===== config.mk =====
export PLATFORM = sky130hd
export DESIGN_NAME = phase_fair_rw_lock_manager_flat
export DESIGN_NICKNAME = d
export VERILOG_FILES = /design/src/rtl/pfrwl_pkg.sv /design/src/rtl/pfrwl_if.sv /design/src/rtl/phase_fair_rw_lock_manager.sv /design/src/rtl/pfrwl_front.sv /design/src/rtl/pfrwl_back.sv /design/src/flat_wrapper.sv
export SDC_FILE = /design/constraint.sdc
export NUM_CORES = 1
export LEC_CHECK = 0
export BUFFER_PORTS_ARGS = -buffer_cell sky130_fd_sc_hd__buf_2
export CAP_MARGIN = 20
export CORE_ASPECT_RATIO = 1.4
export CORE_MARGIN = 2
export CORE_UTILIZATION = 35
export DETAILED_ROUTE_END_ITERATION = 8
export PLACE_DENSITY = 0.54
export SLEW_MARGIN = 40
export SYNTH_ARGS = -nofsm -noshare
export SYNTH_HDL_FRONTEND = slang
export SYNTH_SLANG_ARGS = --single-unit

===== constraint.sdc =====
create_clock -name clk -period 4.5 [get_ports clk]
set_clock_uncertainty 0.05 [all_clocks]
set_input_delay 0.225 -clock clk [delete_from_list [all_inputs] [get_ports clk]]
set_output_delay 0.225 -clock clk [all_outputs]
set_load 0.1 [all_outputs]

===== src/rtl/pfrwl_pkg.sv =====
// ----------------------------------------------------------------------------
// pfrwl_pkg
// Shared types, widths and codes of the phase-fair reader-writer lock manager.
// ----------------------------------------------------------------------------
package pfrwl_pkg;

  // number of agents that may take the lock; ids at or above are foreign
  localparam int NUM_REQUESTERS = 16;

  localparam int ID_W   = 4;
  localparam int MAP_W  = 1 << ID_W;
  localparam int QDEPTH = 16;
  localparam int QPTR_W = $clog2(QDEPTH);
  localparam int QCNT_W = QPTR_W + 1;
  localparam int RD_W   = 5;

  typedef enum logic [1:0] {
    CMD_RD_LOCK   = 2'd0,
    CMD_WR_LOCK   = 2'd1,
    CMD_RD_UNLOCK = 2'd2,
    CMD_WR_UNLOCK = 2'd3
  } cmd_t;

  typedef enum logic {
    BK_RUN  = 1'b0,
    BK_SCAN = 1'b1
  } bk_state_t;

  typedef struct packed {
    cmd_t            cmd;
    logic [ID_W-1:0] id;
  } op_t;

  // head of the command queue as seen by the back end
  typedef struct packed {
    logic valid;
    op_t  op;
  } q_head_t;

  // lock commands from ids outside the requester range are dropped
  function automatic logic is_foreign(input logic [ID_W-1:0] id);
    return (32'(id) >= 32'(NUM_REQUESTERS));
  endfunction

endpackage


===== src/rtl/pfrwl_if.sv =====
// ----------------------------------------------------------------------------
// pfrwl_if
// Valid/ready channels for lock commands and for grants.
// ----------------------------------------------------------------------------
interface pfrwl_in_if;
  import pfrwl_pkg::*;

  logic            valid;
  logic            ready;
  logic [1:0]      command;
  logic [ID_W-1:0] requester;

  modport source (output valid, output command, output requester, input ready);
  modport sink   (input valid, input command, input requester, output ready);
endinterface

interface pfrwl_out_if;
  import pfrwl_pkg::*;

  logic            valid;
  logic            ready;
  logic [ID_W-1:0] granted_requester;
  logic            granted_write;
  logic            last;

  modport source (output valid, output granted_requester, output granted_write,
                  output last, input ready);
  modport sink   (input valid, input granted_requester, input granted_write,
                  input last, output ready);
endinterface


===== src/rtl/phase_fair_rw_lock_manager.sv =====
// ----------------------------------------------------------------------------
// phase_fair_rw_lock_manager
// Phase-fair reader-writer lock manager with FIFO writer ordering.
//
// Lock and unlock commands enter through a two-entry command queue, so
// commands are taken while a grant waits at the output. The executor handles
// one queued command per cycle when the grant register is free: a lock or read
// unlock yields at most one grant. A write unlock that releases blocked readers
// is followed by one read grant per cycle while the grant register is free, in
// ascending id order, and holds further commands until the last of them is
// issued; the next queued writer is promoted at once but is granted only after
// those readers unlock. Up to sixteen writers may wait; a write lock beyond
// that is dropped. The last grant caused by a command carries last high.
// ----------------------------------------------------------------------------
module phase_fair_rw_lock_manager
  import pfrwl_pkg::*;
(
  input  logic         clk,
  input  logic         rst_n,
  pfrwl_in_if.sink     in_ch,
  pfrwl_out_if.source  out_ch
);

  q_head_t q_head;
  logic    q_pop;

  // command intake and queue
  pfrwl_front u_front (
    .clk    (clk),
    .rst_n  (rst_n),
    .in_ch  (in_ch),
    .q_head (q_head),
    .q_pop  (q_pop)
  );

  // lock state and grant sequencing
  pfrwl_back u_back (
    .clk    (clk),
    .rst_n  (rst_n),
    .q_head (q_head),
    .q_pop  (q_pop),
    .out_ch (out_ch)
  );

endmodule


===== src/rtl/pfrwl_front.sv =====
// ----------------------------------------------------------------------------
// pfrwl_front
// Takes commands, drops foreign lock requests and queues the rest (two deep).
// ----------------------------------------------------------------------------
module pfrwl_front
  import pfrwl_pkg::*;
(
  input  logic         clk,
  input  logic         rst_n,
  pfrwl_in_if.sink     in_ch,
  output q_head_t      q_head,
  input  logic         q_pop
);

  op_t        mem_r [2];
  logic       wr_ptr_r, wr_ptr_nxt;
  logic       rd_ptr_r, rd_ptr_nxt;
  logic [1:0] cnt_r, cnt_nxt;
  logic       in_xfer;
  logic       keep;
  logic       push;
  op_t        in_op;

  // classify the incoming command
  always_comb begin
    in_op.cmd = cmd_t'(in_ch.command);
    in_op.id  = in_ch.requester;
    keep      = !(((in_op.cmd == CMD_RD_LOCK) || (in_op.cmd == CMD_WR_LOCK)) &&
                  is_foreign(in_op.id));
  end

  assign in_ch.ready = (cnt_r != 2'd2);
  assign in_xfer     = in_ch.valid && in_ch.ready;
  assign push        = in_xfer && keep;

  // queue pointers and fill level
  always_comb begin
    wr_ptr_nxt = push  ? !wr_ptr_r : wr_ptr_r;
    rd_ptr_nxt = q_pop ? !rd_ptr_r : rd_ptr_r;
    cnt_nxt    = cnt_r + {1'b0, push} - {1'b0, q_pop};
  end

  always_ff @(posedge clk) begin
    if (!rst_n) begin
      wr_ptr_r <= 1'b0;
      rd_ptr_r <= 1'b0;
      cnt_r    <= 2'd0;
    end else begin
      wr_ptr_r <= wr_ptr_nxt;
      rd_ptr_r <= rd_ptr_nxt;
      cnt_r    <= cnt_nxt;
    end
  end

  // queue storage
  always_ff @(posedge clk) begin
    if (push) begin
      mem_r[wr_ptr_r] <= in_op;
    end
  end

  assign q_head.valid = (cnt_r != 2'd0);
  assign q_head.op    = mem_r[rd_ptr_r];

endmodule


===== src/rtl/pfrwl_back.sv =====
// ----------------------------------------------------------------------------
// pfrwl_back
// Executes queued lock commands, keeps the lock state and emits grants.
// ----------------------------------------------------------------------------
module pfrwl_back
  import pfrwl_pkg::*;
(
  input  logic          clk,
  input  logic          rst_n,
  input  q_head_t       q_head,
  output logic          q_pop,
  pfrwl_out_if.source   out_ch
);

  localparam logic [RD_W-1:0] RD_MAX = '1;

  bk_state_t         state_r, state_nxt;
  logic [RD_W-1:0]   rd_r, rd_nxt;
  logic              wp_r, wp_nxt;
  logic              wh_r, wh_nxt;
  logic [ID_W-1:0]   pwid_r, pwid_nxt;
  logic [MAP_W-1:0]  map_r, map_nxt;
  logic [MAP_W-1:0]  scan_r, scan_nxt;
  logic [QPTR_W-1:0] qhead_r, qhead_nxt;
  logic [QCNT_W-1:0] qcnt_r, qcnt_nxt;
  logic [ID_W-1:0]   queue_mem [QDEPTH];

  logic              out_valid_r, out_valid_nxt;
  logic [ID_W-1:0]   out_id_r, out_id_nxt;
  logic              out_wr_r, out_wr_nxt;
  logic              out_last_r, out_last_nxt;

  logic              can_emit;
  logic              qw_en;
  logic [QPTR_W-1:0] qw_addr;
  logic [ID_W-1:0]   q_front;
  logic [RD_W-1:0]   rd_inc;
  logic [RD_W-1:0]   rd_dec;
  logic [MAP_W-1:0]  lsb_onehot;
  logic [ID_W-1:0]   lsb_idx;
  logic [MAP_W-1:0]  scan_rest;

  assign can_emit = !out_valid_r || out_ch.ready;
  assign rd_inc   = (rd_r == RD_MAX) ? rd_r : rd_r + 1'b1;
  assign rd_dec   = (rd_r == '0) ? rd_r : rd_r - 1'b1;
  assign q_front  = queue_mem[qhead_r];
  assign qw_addr  = qhead_r + qcnt_r[QPTR_W-1:0];

  // lowest blocked reader still to be granted
  always_comb begin
    lsb_onehot = scan_r & (~scan_r + 1'b1);
    scan_rest  = scan_r & ~lsb_onehot;
    lsb_idx    = '0;
    for (int i = 0; i < MAP_W; i++) begin
      if (lsb_onehot[i]) begin
        lsb_idx = lsb_idx | ID_W'(i);
      end
    end
  end

  // command execution and grant sequencing
  always_comb begin
    state_nxt     = state_r;
    rd_nxt        = rd_r;
    wp_nxt        = wp_r;
    wh_nxt        = wh_r;
    pwid_nxt      = pwid_r;
    map_nxt       = map_r;
    scan_nxt      = scan_r;
    qhead_nxt     = qhead_r;
    qcnt_nxt      = qcnt_r;
    qw_en         = 1'b0;
    q_pop         = 1'b0;
    out_valid_nxt = out_valid_r && !out_ch.ready;
    out_id_nxt    = out_id_r;
    out_wr_nxt    = out_wr_r;
    out_last_nxt  = out_last_r;

    unique case (state_r)
      BK_RUN: begin
        if (q_head.valid && can_emit) begin
          q_pop = 1'b1;
          unique case (q_head.op.cmd)
            CMD_RD_LOCK: begin
              if (!wp_r) begin
                rd_nxt        = rd_inc;
                out_valid_nxt = 1'b1;
                out_id_nxt    = q_head.op.id;
                out_wr_nxt    = 1'b0;
                out_last_nxt  = 1'b1;
              end else begin
                map_nxt = map_r | (MAP_W'(1) << q_head.op.id);
              end
            end
            CMD_WR_LOCK: begin
              if (!wp_r) begin
                wp_nxt   = 1'b1;
                wh_nxt   = 1'b0;
                pwid_nxt = q_head.op.id;
                if (rd_r == '0) begin
                  wh_nxt        = 1'b1;
                  out_valid_nxt = 1'b1;
                  out_id_nxt    = q_head.op.id;
                  out_wr_nxt    = 1'b1;
                  out_last_nxt  = 1'b1;
                end
              end else if (qcnt_r < QCNT_W'(QDEPTH)) begin
                qw_en    = 1'b1;
                qcnt_nxt = qcnt_r + 1'b1;
              end
            end
            CMD_RD_UNLOCK: begin
              rd_nxt = rd_dec;
              if (wp_r && !wh_r && (rd_dec == '0)) begin
                wh_nxt        = 1'b1;
                out_valid_nxt = 1'b1;
                out_id_nxt    = pwid_r;
                out_wr_nxt    = 1'b1;
                out_last_nxt  = 1'b1;
              end
            end
            CMD_WR_UNLOCK: begin
              map_nxt  = '0;
              scan_nxt = map_r;
              wh_nxt   = 1'b0;
              if (qcnt_r != '0) begin
                wp_nxt    = 1'b1;
                pwid_nxt  = q_front;
                qhead_nxt = qhead_r + 1'b1;
                qcnt_nxt  = qcnt_r - 1'b1;
              end else begin
                wp_nxt = 1'b0;
              end
              if (map_r != '0) begin
                // readers released: the promoted writer waits for them
                state_nxt = BK_SCAN;
              end else if ((qcnt_r != '0) && (rd_r == '0)) begin
                wh_nxt        = 1'b1;
                out_valid_nxt = 1'b1;
                out_id_nxt    = q_front;
                out_wr_nxt    = 1'b1;
                out_last_nxt  = 1'b1;
              end
            end
            default: begin
            end
          endcase
        end
      end
      BK_SCAN: begin
        if (can_emit) begin
          rd_nxt        = rd_inc;
          scan_nxt      = scan_rest;
          out_valid_nxt = 1'b1;
          out_id_nxt    = lsb_idx;
          out_wr_nxt    = 1'b0;
          out_last_nxt  = (scan_rest == '0);
          if (scan_rest == '0) begin
            state_nxt = BK_RUN;
          end
        end
      end
      default: begin
        state_nxt = BK_RUN;
      end
    endcase
  end

  // control state
  always_ff @(posedge clk) begin
    if (!rst_n) begin
      state_r     <= BK_RUN;
      rd_r        <= '0;
      wp_r        <= 1'b0;
      wh_r        <= 1'b0;
      pwid_r      <= '0;
      map_r       <= '0;
      scan_r      <= '0;
      qhead_r     <= '0;
      qcnt_r      <= '0;
      out_valid_r <= 1'b0;
    end else begin
      state_r     <= state_nxt;
      rd_r        <= rd_nxt;
      wp_r        <= wp_nxt;
      wh_r        <= wh_nxt;
      pwid_r      <= pwid_nxt;
      map_r       <= map_nxt;
      scan_r      <= scan_nxt;
      qhead_r     <= qhead_nxt;
      qcnt_r      <= qcnt_nxt;
      out_valid_r <= out_valid_nxt;
    end
  end

  // grant payload register
  always_ff @(posedge clk) begin
    out_id_r   <= out_id_nxt;
    out_wr_r   <= out_wr_nxt;
    out_last_r <= out_last_nxt;
  end

  // writer queue storage
  always_ff @(posedge clk) begin
    if (qw_en) begin
      queue_mem[qw_addr] <= q_head.op.id;
    end
  end

  assign out_ch.valid             = out_valid_r;
  assign out_ch.granted_requester = out_id_r;
  assign out_ch.granted_write     = out_wr_r;
  assign out_ch.last              = out_last_r;

  // a reader scan always has readers left to grant
  assert property (@(posedge clk) disable iff (!rst_n)
    (state_r == BK_SCAN) |-> (scan_r != '0))
    else $error("reader scan with empty map");

  // a writer can hold the lock only while present
  assert property (@(posedge clk) disable iff (!rst_n)
    wh_r |-> wp_r)
    else $error("writer holding without being present");

  // a writer takes the lock only with no active readers
  assert property (@(posedge clk) disable iff (!rst_n)
    (wh_r && !$past(wh_r)) |-> (rd_r == '0))
    else $error("writer granted while readers active");

  // no new command is taken while readers are being released
  assert property (@(posedge clk) disable iff (!rst_n)
    (state_r == BK_SCAN) |=> ($past(scan_r) != '0) && !$past(q_pop))
    else $error("command taken during reader scan");

endmodule


===== src/flat_wrapper.sv =====
// flat-port wrapper written by rule: the top's interface ports become plain ports
module phase_fair_rw_lock_manager_flat import pfrwl_pkg::*;
  (clk, rst_n, in_ch_valid, in_ch_command, in_ch_requester, in_ch_ready, out_ch_valid, out_ch_granted_requester, out_ch_granted_write, out_ch_last, out_ch_ready);
  pfrwl_in_if in_ch_i ();
  pfrwl_out_if out_ch_i ();
  input  logic clk;
  input  logic rst_n;
  input wire logic [$bits(in_ch_i.valid)-1:0] in_ch_valid;
  input wire logic [$bits(in_ch_i.command)-1:0] in_ch_command;
  input wire logic [$bits(in_ch_i.requester)-1:0] in_ch_requester;
  output wire logic [$bits(in_ch_i.ready)-1:0] in_ch_ready;
  output wire logic [$bits(out_ch_i.valid)-1:0] out_ch_valid;
  output wire logic [$bits(out_ch_i.granted_requester)-1:0] out_ch_granted_requester;
  output wire logic [$bits(out_ch_i.granted_write)-1:0] out_ch_granted_write;
  output wire logic [$bits(out_ch_i.last)-1:0] out_ch_last;
  input wire logic [$bits(out_ch_i.ready)-1:0] out_ch_ready;
  assign in_ch_i.valid = in_ch_valid;
  assign in_ch_i.command = in_ch_command;
  assign in_ch_i.requester = in_ch_requester;
  assign in_ch_ready = in_ch_i.ready;
  assign out_ch_valid = out_ch_i.valid;
  assign out_ch_granted_requester = out_ch_i.granted_requester;
  assign out_ch_granted_write = out_ch_i.granted_write;
  assign out_ch_last = out_ch_i.last;
  assign out_ch_i.ready = out_ch_ready;
  phase_fair_rw_lock_manager u_core (.clk(clk), .rst_n(rst_n), .in_ch(in_ch_i), .out_ch(out_ch_i));
endmodule

==> impl_metrics.toml <==
[placement]
io_buffers = 17
placed_cell_area_um2 = 6965
place_congestion = 0.9360
hpwl_um = 11450

[sta]
tns_ns = 0
grt_setup_unrepaired = "no"
worst_pin_slew_ns = 0.7857
setup_viol = 0
hold_viol_final = 0
drv_slew = 0
fin_crit_ns = 3.162
slew-limit-headroom = 0.4762
min_period_over_period = 0.7026
fmax_ghz = 0.3163
whs_ns = 0.1439

[clocking]
cts_sinks = 145
cts_buffer_depth = 2
tritoncts.num_buffers = 17
root_buffer = "clkbuf_16"
htree_num_levels = 4
clk_latency_ns = 0.43
cts_tree = "yes"
clk_pin_slew_ns = 0.07

[yosys]
synth_top_area_share = 0.3683
synth_edf_count = 82
synth.distinct_cells = 63
ys_warn_count = 0
syn_inst = 584
async_reset_ff_frac = 0
synth_ff_type = "edfxtp_1"
synth_nets = 607
ys_ff_latch = 145
synth_top_cells_by_area = "edfxtp_1, dfxtp_1, mux4_2"
syn_area_um2 = 6686
yosys.area.top_type = "edfxtp_1"
syn_area_per_cell_um2 = 11.45
seq_area_frac_synth = 0.5569

[grt]
antenna_found_initial = 0
grt_use_total = 0.1668
overflow = 0
first_global_vias = 4829
grt_pass1_wl_um = 25870
grt_max_degree = 33

[route]
dr_total_vias = 4714
drt_iter0_drc = 358
ant_nets = 0
wl_per_cell_um = 18.77
drc = 0
drt-pass1-iter-count = 5
drt_wl_total_um = 16090
viasPerCell = 5.501

[setup_path]
critPathMaxFanout = 14
cp_top_family = "simple AND/OR/NAND/NOR gates"
endpoint_kind = "register"
crit_chain = "nand3b_1 -> and2_1 -> inv_1 -> fa_1 -> a21o_1 -> a21oi_1 -> xnor2_1 -> or3_1 -> a21oi_1"
critPathRequiredTime_ns = 4.80
worstSetupPathType = "reg2reg"
crit_top_cell = "a21oi_1"
worstSetupStartpointType = "register"
critical_path_arrival_ns = 3.47
crit_path_top_delay_cell = "dfxtp_1"
critPathBufInv = 1
critPathMaxStageDelay_ns = 0.60

[final_layout]
drive_above_1_share = 0.1517
final_common_cell = "edfxtp_1"
final_cell_mix = "edfxtp_1, nor2_1, dfxtp_1"
antenna_cells = 0
synthToLayoutAreaGrowth_pct = 14.18
fin_area_um2 = 7635
nets = 623

[pwr]
powerDensity_nw_per_um2 = 546.9
ir_drop_mv = 0.3071
p_leak_uw = 0.002623

[floorplanning]
core-area_um2 = 18680
io_pins = 18
die_y_um = 167.5
initial_core_util = 0.3580
die-area_um2 = 20240
die_w_um = 120.8
num_rows = 59

[job]
drv_cap = 0

[hold_path]
min_from = "rst_n"
hp-class = "in2reg"

[status]
run_status = "finished, final reports clean"
==> area by class of cell <==
cell class | instances | area (um^2)
clock buffers | 17 | 425.4
inverters | 13 | 48.80
clock inverters | 15 | 182.7
fillers | 1772 | 11040
repair buffers | 26 | 167.7
multi-input cells | 397 | 2779
flip-flops and latches | 145 | 3726
well taps | 244 | 305.3
==> where the power goes <==
part	internal (uW)	switching [uW]
sequential	1570	99.0
combinational	317	778
clock	755	658
==> state kept, by name (all words and copies together) (netlist names), 2 cells and up, named ones only <==
register,count
u_core.u_back.qhead_r,4
u_core.u_back.scan_r,16
u_core.u_back.rd_r,5
u_core.u_back.queue_mem,64
u_core.u_back.qcnt_r,5
u_core.u_front.cnt_r,2
u_core.u_back.pwid_r,4
u_core.u_back.map_r,16
u_core.u_back.out_ch.granted_requester,4
u_core.u_front.mem_r,12
==> synth_stat cells (7+ instances only) <==
master and instances:
xnor2_1 9, nand3_1 10, nor2_1 73, a21oi_1 57, mux2i_1 13, a31oi_1 8
mux4_2 19, o21ai_0 32, edfxtp_1 82, nor4_1 11, clkbuf_1 20, nor3_1 11
dfxtp_1 63, nand2_1 40, a211oi_1 8, inv_1 12, xor2_1 7, ha_1 11
==> repair_timing <==
action	4_1_cts	5_1_grt
hold endpoints to repair	12	0
buffers inserted	0	0
gates resized for setup	0	0
hold buffers	6	0
==> stage by stage <==
step / instances / power (uW) / worst slack (ns) / utilization
final: 857 / 4176 / 1.338 / 0.4088
after global routing: 857 / 4376 / 1.123 / 0.4088
after CTS: 857 / 4205 / 1.334 / 0.4087
after detailed placement: 819 / 2788 / 1.362 / 0.3729
after global placement: 819 / 2760 / 1.490 / 0.3723
after floorplan: 584 / 2496 / 1.533 / -
==> metal layers <==
metal / track usage / vias to the layer above / routed length [um]
met3: 0.03644 / 23 / 595
li1: - / 2240 / -
met5: 0 / - / 0
met4: 0.07533 / 0 / 360
met2: 0.3004 / 111 / 8593
met1: 0.1856 / 2340 / 6538
==> logic make-up (layout without fill, tap and decap cells) <==
group,Yosys count,in the layout,share of synthesized area
and+or+nand+nor,184,184,0.1362
AOI/OAI and AO/OA,146,146,0.1368
DFF,145,145,0.5569
buffers and inverters,42,71,0.02919
muxes,37,37,0.09188
xor gates and xnor gates,16,16,0.02096
adders and majority gates,14,14,0.02807
==> final timing paths <==
check	to	slack, ns	depth (start not counted)
worst max-delay path	u_core.u_back.qcnt_r[4]	1.34	9
worst min-delay path	u_core.u_back.rd_r[1]	0.14	2
worst max register to register	u_core.u_back.qcnt_r[4]	1.34	9
worst min register to register	u_core.u_back.wh_r	0.41	2
==> worst reg2reg max path: cells and delay by family, from the launching register on <==
kind,cells,cell delay [ns]
compound gates,3,0.49
xor+xnor,1,0.09
fa+ha+maj,1,0.51
buf+inv,1,0.32
flops,1,0.60
simple gates,3,1.02
(Power assumes the default switching activity.)
